==> src/hdl/avr_pkg.sv <==
`timescale 1ns / 1ps
// Shared types and constants for the axis vector rotation pipeline.
// No dependencies; imported by every module under hdl/.
package avr_pkg;

    localparam int CS_W   = 33;
    localparam int TURN_W = 32;

    localparam logic [1:0] MODE_X    = 2'd0;
    localparam logic [1:0] MODE_Y    = 2'd1;
    localparam logic [1:0] MODE_Z    = 2'd2;
    localparam logic [1:0] MODE_PASS = 2'd3;

    // 0.60725293 * 2^30, CORDIC limit gain
    localparam logic signed [CS_W-1:0] CORDIC_GAIN_Q30 = 33'sd652032874;

    // atan(2^-i) in 32-bit binary turns, rounded to nearest
    localparam logic [TURN_W-1:0] ATAN_TURN32 [32] = '{
        32'd536870912, 32'd316933406, 32'd167458907, 32'd85004756,
        32'd42667331,  32'd21354465,  32'd10680862,  32'd5340245,
        32'd2670163,   32'd1335087,   32'd667544,    32'd333772,
        32'd166886,    32'd83443,     32'd41722,     32'd20861,
        32'd10430,     32'd5215,      32'd2608,      32'd1304,
        32'd652,       32'd326,       32'd163,       32'd81,
        32'd41,        32'd20,        32'd10,        32'd5,
        32'd3,         32'd1,         32'd1,         32'd0
    };

    typedef struct packed {
        logic signed [CS_W-1:0] x;
        logic signed [CS_W-1:0] y;
        logic signed [CS_W-1:0] z;
    } cordic_state_t;

endpackage

==> src/hdl/avr_angle_fold.sv <==
`timescale 1ns / 1ps
// Input stage: folds the angle into a quadrant and a residual, seeds the CORDIC.
// Depends on avr_pkg.
module avr_angle_fold #(
    parameter int ANGLE_BITS = 16,
    parameter int SIDE_W     = 98
) (
    input  logic                  clk,
    input  logic                  rst_n,
    input  logic                  in_valid,
    output logic                  in_ready,
    input  logic [ANGLE_BITS-1:0] angle,
    input  logic [SIDE_W-1:0]     in_side,
    output logic                  out_valid,
    input  logic                  out_ready,
    output avr_pkg::cordic_state_t out_state,
    output logic [1:0]            out_quad,
    output logic [SIDE_W-1:0]     out_side
);
    import avr_pkg::*;

    logic                vld_reg;
    cordic_state_t       state_reg, state_next;
    logic [1:0]          quad_reg, quad_next;
    logic [SIDE_W-1:0]   side_reg;
    logic [TURN_W-1:0]   a32;
    logic [TURN_W-1:0]   a32_bias;
    logic [TURN_W-1:0]   resid;

    assign in_ready = !vld_reg || out_ready;

    always_comb
    begin
        a32        = {angle, {(TURN_W - ANGLE_BITS){1'b0}}};
        a32_bias   = a32 + 32'h2000_0000;
        quad_next  = a32_bias[TURN_W-1:TURN_W-2];
        resid      = a32 - {quad_next, {(TURN_W - 2){1'b0}}};
        state_next.x = CORDIC_GAIN_Q30;
        state_next.y = '0;
        state_next.z = $signed({resid[TURN_W-1], resid});
    end

    always_ff @(posedge clk or negedge rst_n)
    begin
        if (!rst_n)
        begin
            vld_reg <= 1'b0;
        end
        else if (in_ready)
        begin
            vld_reg <= in_valid;
        end
    end

    always_ff @(posedge clk)
    begin
        if (in_ready && in_valid)
        begin
            state_reg <= state_next;
            quad_reg  <= quad_next;
            side_reg  <= in_side;
        end
    end

    assign out_valid = vld_reg;
    assign out_state = state_reg;
    assign out_quad  = quad_reg;
    assign out_side  = side_reg;

endmodule

==> config.mk <==
export PLATFORM = sky130hd
export DESIGN_NAME = avr_angle_fold
export DESIGN_NICKNAME = d
export VERILOG_FILES = /design/src/hdl/avr_pkg.sv /design/src/hdl/avr_angle_fold.sv
export SDC_FILE = /design/constraint.sdc
export NUM_CORES = 1
export LEC_CHECK = 0
export BUFFER_PORTS_ARGS = -buffer_cell sky130_fd_sc_hd__buf_2
export CAP_MARGIN = 40
export CORE_AREA = 3 3 121 123
export CTS_BUF_LIST = sky130_fd_sc_hd__clkbuf_8
export DETAILED_ROUTE_END_ITERATION = 7
export DIE_AREA = 0 0 124 126
export GPL_ROUTABILITY_DRIVEN = 1
export HOLD_SLACK_MARGIN = 0.03
export MAX_ROUTING_LAYER = met4
export PLACE_DENSITY = 0.69
export SLEW_MARGIN = 20
export SYNTH_ARGS = -nofsm -noshare
export SYNTH_HDL_FRONTEND = slang
export SYNTH_SLANG_ARGS = --single-unit
==> constraint.sdc <==
create_clock -name clk -period 1.7 [get_ports clk]
set_input_delay 0.34 -clock clk [delete_from_list [all_inputs] [get_ports clk]]
set_output_delay 0.34 -clock clk [all_outputs]
set_load 0.01 [all_outputs]
# Word-level counts from Yosys, hierarchy flattened
# Cells that the tools add are included.
dict set report classes {
  addsub 2
  reduce_logical 3
}
# cell count
set op_table {}
lappend op_table {{32-bit by 30-bit adder with 32-bit output (second input constant)} 1}
lappend op_table {{32-bit subtractor} 1}
lappend op_table {{1-bit logical AND} 1}
lappend op_table {{1-bit logical NOT} 1}
lappend op_table {{1-bit logical OR} 1}
dict set report word_totals {
  register_bits 133
  output_inout_bits 201
}

# Depth between registers and ports, before layout
# Gate-level depths: netlist of run 1.
dict set report depth {
  ltp_word 3
  depth_mapped 3
}

# Least setup slack after synthesis of run 1
# Ideal clock, no wire load.
dict set report synth_path {
  kind {flip-flop to flip-flop}
  start {register vld_reg, in the netlist out_valid}
  end {register quad_reg[0], in the netlist out_quad[0] (enable)}
  t_arrival_ps 1420
  setup_slack_ps -114
  path_stages_with_launch 3
  path_buffers 0
  cell_sequence {dfrtp_1 > nand2b_4 > and2_4}
}
dict set report synth_between {
  elab_chain_len 3
}
# item line_no
set synth_lines {}
lappend synth_lines {{start: declaration} avr_angle_fold.sv:22} ;# logic vld_reg;
lappend synth_lines {{start signal: assignment} avr_angle_fold.sv:51} ;# vld_reg <= in_valid;
lappend synth_lines {{1-bit logical NOT} avr_angle_fold.sv:30} ;# assign in_ready = !vld_reg || out_ready;
lappend synth_lines {{1-bit logical OR} avr_angle_fold.sv:30}
lappend synth_lines {{named net in_ready} avr_angle_fold.sv:11} ;# output logic in_ready,
lappend synth_lines {{1-bit logical AND} avr_angle_fold.sv:57} ;# if (in_ready && in_valid)
lappend synth_lines {{end signal: assignment} avr_angle_fold.sv:60} ;# quad_reg <= quad_next;
lappend synth_lines {{end: declaration} avr_angle_fold.sv:24} ;# logic [1:0] quad_reg, quad_next;
# The timed path passes the listed nets, and every way through them passes these cells.
# A chain may end at the register's enable or synchronous reset.

# Final worst setup path of run 1
dict set report layout_path {
  start {register vld_reg, in the netlist out_valid}
  end {output port in_ready}
}
dict set report layout_between {
  elab_chain_len 2
}
# item line_no
set layout_lines {}
lappend layout_lines {{1-bit logical NOT} avr_angle_fold.sv:30}
lappend layout_lines {{1-bit logical OR} avr_angle_fold.sv:30}
lappend layout_lines {{end: declaration} avr_angle_fold.sv:11}
# No other way between the ends.

==> flow_metrics.env, run 1 <==
export IMPL_hold_viol=0
export IMPL_drive_above_1_share=0.565
export IMPL_insertion_delay_ns=0.43
export IMPL_period_share=0.807
export IMPL_grt_pass1_wl_mm=13.6
export IMPL_cts_sinks=117
export IMPL_multi_input_area_um2=388
export IMPL_initial_core_util=0.307
export IMPL_yosysUniqueCellTypes=11
export IMPL_arrival_ns=1.03
export IMPL_rows=43
export IMPL_register_area_um2=3510
export IMPL_place_gp_congestion=0.777
export IMPL_final_area_um2=5730
export IMPL_grt_max_degree=61
export IMPL_power_density_nw_per_um2=1100
export IMPL_drv_slew=0
export IMPL_grt_total_usage=0.130
export IMPL_firstDrtPassIters=4
export IMPL_post_route_drc_count=0
export IMPL_finish_utilization=0.416
export IMPL_ant_nets=0
export IMPL_status="finished, final reports clean"
export IMPL_critPathLaunch="out_valid"
export IMPL_rr_startpoint="out_valid"
export IMPL_first_global_vias=2310
export IMPL_stdcell_count=663
export IMPL_die_y_um=126
export IMPL_die_w_um=124
export IMPL_dp_cells=627
export IMPL_vdd_drop_max_mv=0.382
export IMPL_min_path_type="in2reg"
export IMPL_cts_root_buf="clkbuf_8"
export IMPL_dpl_hpwl_mm=8.52
export IMPL_worst_ep_required_time_ns=1.36
export IMPL_htreeDepth=4
export IMPL_place_area_um2=5350
export IMPL_cap_violations=0
export IMPL_io_pins=319
export IMPL_setup_viol=0
export IMPL_rrSetupSlack_ns=0.37
export IMPL_leakagePower_nw=2.57
export IMPL_area_growth_pct=35.6
export IMPL_cp_start_kind="flip-flop"
export IMPL_die_area_um2=15600
export IMPL_critPathMaxFanout=3
export IMPL_mostFrequentLayoutCells="buf_2 (236), edfxtp_1 (116), conb_1 (82)"
export IMPL_cts_buffer_depth=2
export IMPL_gr_total_overflow=0
export IMPL_fin_nets=587
export IMPL_fin_crit_ns=1.37
export IMPL_critPathKind="reg2out"
export IMPL_finClkSkew_ns=0.00753
export IMPL_avgSynthCellArea_um2=19.9
export IMPL_portBuffers=236
export IMPL_netlist_area_um2=4230
export IMPL_fill_cells=1305
export IMPL_ys_seq_elements=117
export IMPL_drt_initial_drc_count=144
export IMPL_cts_made_buffers=17
export IMPL_finalWirelength_mm=10.7
export IMPL_wl_per_cell_um=16.1
export IMPL_synth_warnings=0
export IMPL_via_count=2475
export IMPL_cts_tree="yes"
export IMPL_coreArea_um2=13800
export IMPL_clkTransAtPathRegs_ns=0.08
export IMPL_power_w=0.00630
export IMPL_hp_start="in_side[63]"
export IMPL_vias_per_cell=3.73
export IMPL_rsz0062_at_grt="false"
export IMPL_final_common_cell="buf_2"
export IMPL_whs_ns=0.0844
export IMPL_netlist_instances=212
export IMPL_cp_end_kind="output pin"
export IMPL_synth_seq_area_share=0.830
export IMPL_antenna_found_initial=4
export IMPL_fmax_mhz=729
## synthesized netlist by cell type
| cell type | number | area (um^2) |
|---|---|---|
| and2_4 | 1 | 8.76 |
| buf_4 | 83 | 623 |
| conb_1 | 2 | 7.51 |
| dfrtp_1 | 1 | 25.0 |
| edfxtp_1 | 116 | 3480 |
| ha_1 | 2 | 25.0 |
| inv_1 | 2 | 7.51 |
| nand2b_1 | 1 | 6.26 |
| nand2b_4 | 1 | 13.8 |
| xnor2_1 | 1 | 8.76 |
| xor2_1 | 2 | 17.5 |
## path summary, 6_finish.rpt
check | endpoint | depth (start not counted)
worst max-delay path | in_ready | 2
max in group asynchronous | out_valid | 2
worst min-delay path | out_side[63] | 1
worst max register to register | out_state[21] | 3
min in group asynchronous | out_valid | 2
worst min register to register | out_valid | 2
## where the power goes
group | switching [W] | internal (W) | total [W]
clock | 0.00116 | 0.00116 | 0.00231
combinational | 0.000360 | 0.000218 | 0.000578
sequential | 0.0000384 | 0.00337 | 0.00340
## critical path, cell delays in order, from the launching register on
cell	delay (ns)
dfrtp_1	0.41
nand2b_4	0.08
buf_2	0.12
## through the flow
stage,setup TNS [ns],setup WS [ns]
2_1_floorplan,-12.87,-0.111
3_3_place_gp,0,0.345
3_5_place_dp,0,0.317
4_1_cts,0,0.276
5_1_grt,0,0.247
6_report,0,0.328
## kinds of logic after synthesis
group,after synthesis,synth area share
xor+xnor,3,0.00622
fa+ha+maj,2,0.00592
buf+inv,85,0.149
flops,117,0.830
other cells,2,0.00178
simple gates,3,0.00681
## flip-flops by register name (all words and copies together) (netlist names)
name	count
out_state	16
out_quad	2
out_side	98
out_valid	1
## final cells by class
cell class,count,share of cell area
clock inverters,15,0.0227
diodes,3,0.00131
inverters,2,0.00131
repair buffers,239,0.215
well taps,180,0.0393
flip-flops and latches,117,0.612
multi-input cells,90,0.0677
clock buffers,17,0.0408
## metal layers
metal | global-route usage | share of wire | vias to the layer above
li1 | - | - | 1112
met4 | 0.0606 | 0.023 | 0
met5 | - | 0 | -
met3 | 0.0588 | 0.12 | 17
met1 | 0.133 | 0.36 | 1162
met2 | 0.210 | 0.50 | 184
## what timing repair did
action,in CTS,in global routing
resized for setup,0,0
hold buffers,1,0
setup buffers,0,0
endpoints found under the hold margin,1,0
Note: power is estimated with default switching activity, not from simulation.
==> run 2: changes to the inputs <==
- clock period: 1.7 -> 1.1 ns (I/O delays scaled with it)
==> flow_metrics.env, run 2 (synthesized netlist as in run 1, its figures left out) <==
export IMPL_die_w_um=124
export IMPL_setup_viol=235
export IMPL_rsz0062_at_grt="true"
export IMPL_htreeDepth=4
export IMPL_rrSetupSlack_ns=-0.24
export IMPL_arrival_ns=1.49
export IMPL_drv_slew=0
export IMPL_cts_tree="yes"
export IMPL_gr_total_overflow=0
export IMPL_timing_rr_end="out_side[96]"
export IMPL_critPathMaxFanout=9
export IMPL_grt_max_degree=28
export IMPL_vdd_drop_max_mv=0.685
export IMPL_firstDrtPassIters=6
export IMPL_clkTransAtPathRegs_ns=0.07
export IMPL_die_y_um=126
export IMPL_dpl_hpwl_mm=8.56
export IMPL_register_area_um2=3510
export IMPL_first_global_vias=3142
export IMPL_hold_viol=0
export IMPL_largest_register_ffs=98
export IMPL_min_path_type="in2async"
export IMPL_wl_per_cell_um=17.2
export IMPL_cp_end_kind="flip-flop"
export IMPL_cts_root_buf="clkbuf_8"
export IMPL_grt_total_usage=0.170
export IMPL_area_growth_pct=74.4
export IMPL_io_pins=319
export IMPL_critPathLaunch="out_valid"
export IMPL_final_common_cell="buf_2"
export IMPL_drive_above_1_share=0.474
export IMPL_fin_ws_ns=-0.240
export IMPL_coreArea_um2=13800
export IMPL_post_route_drc_count=0
export IMPL_leakagePower_nw=3.27
export IMPL_endpoint="out_side[96]"
export IMPL_fin_crit_ns=1.34
export IMPL_cts_sinks=117
export IMPL_via_count=3075
export IMPL_ant_nets=0
export IMPL_period_share=1.22
export IMPL_cap_violations=0
export IMPL_worst_ep_required_time_ns=1.25
export IMPL_whs_ns=0.0828
export IMPL_rr_startpoint="out_valid"
export IMPL_power_density_nw_per_um2=1450
export IMPL_cts_buffer_depth=2
export IMPL_portBuffers=236
export IMPL_dp_cells=630
export IMPL_finalWirelength_mm=13.7
export IMPL_fin_nets=721
export IMPL_status="finished with violations"
export IMPL_cts_made_buffers=17
export IMPL_place_area_um2=5370
export IMPL_fmax_mhz=747
export IMPL_multi_input_area_um2=388
export IMPL_insertion_delay_ns=0.43
export IMPL_finClkSkew_ns=0.00744
export IMPL_drt_initial_drc_count=150
export IMPL_place_gp_congestion=0.808
export IMPL_r2r_cells=4
export IMPL_critPathKind="reg2reg"
export IMPL_mostFrequentLayoutCells="buf_2 (231), edfxtp_1 (116), dlygate4sd3_1 (114)"
export IMPL_violations="setup timing"
export IMPL_stdcell_count=797
export IMPL_dp_slack_ns=-0.204
export IMPL_vias_per_cell=3.86
export IMPL_initial_core_util=0.307
export IMPL_grt_pass1_wl_mm=18.2
export IMPL_final_area_um2=7370
export IMPL_antenna_found_initial=3
export IMPL_rows=43
export IMPL_fill_cells=1118
export IMPL_die_area_um2=15600
export IMPL_cp_start_kind="flip-flop"
[run 2: worst max-delay path, stage by stage (launching register included)]
cell and delay, ns:
dfrtp_1 0.41, nand2b_4 0.08, and2_4 0.20, buf_12 0.19, clkbuf_16 0.18
[run 2: timing repair]
action / in CTS / in global routing
endpoints found under the hold margin: 114 / 0
gates resized for setup: 21 / 7
setup endpoints to repair: 235 / 235
cloned: 8 / 5
buffers inserted: 8 / 1
hold buffers: 114 / 0
[run 2: cell type report]
| cell class | count | area share |
|---|---|---|
| sequential | 117 | 0.476 |
| timing repair buffer | 373 | 0.386 |
| multi-input combinational | 90 | 0.0526 |
| clock buffer | 17 | 0.0317 |
| tap | 180 | 0.0306 |
| clock inverter | 15 | 0.0212 |
| inverter | 2 | 0.00102 |
| antenna | 3 | 0.00102 |
[run 2: power by group]
group          switching [W]  internal, W
registers          0.0000718      0.00520
logic               0.000710     0.000814
clock network        0.00186      0.00203
total                0.00264      0.00804
[run 2: how the worst min path moves through the flow]
stage                     end  slack, ns  cells past startpoint
finish              out_valid       0.08                      2
global placement    out_valid     -0.004                      1
CTS                 out_valid       0.04                      2
detailed placement  out_valid     -0.002                      1
global route        out_valid       0.07                      2
floorplan           out_valid      -0.08                      0
[run 2: per-layer routing]
layer	vias to the layer above	wire (um)	track usage
met4	0	354	0.0722
met5	-	0	-
met3	24	1180	0.0498
met2	207	7380	0.304
met1	1455	4830	0.169
li1	1389	-	-
[run 2: stage by stage]
step,utilization,power (W),setup TNS (ns)
2_1_floorplan,-,0.00595,-82.47
3_3_place_gp,0.390,0.00625,-19.95
3_5_place_dp,0.390,0.00627,-21.97
4_1_cts,0.530,0.0107,-39.56
5_1_grt,0.535,0.0111,-42.72
6_report,0.535,0.0107,-31.64
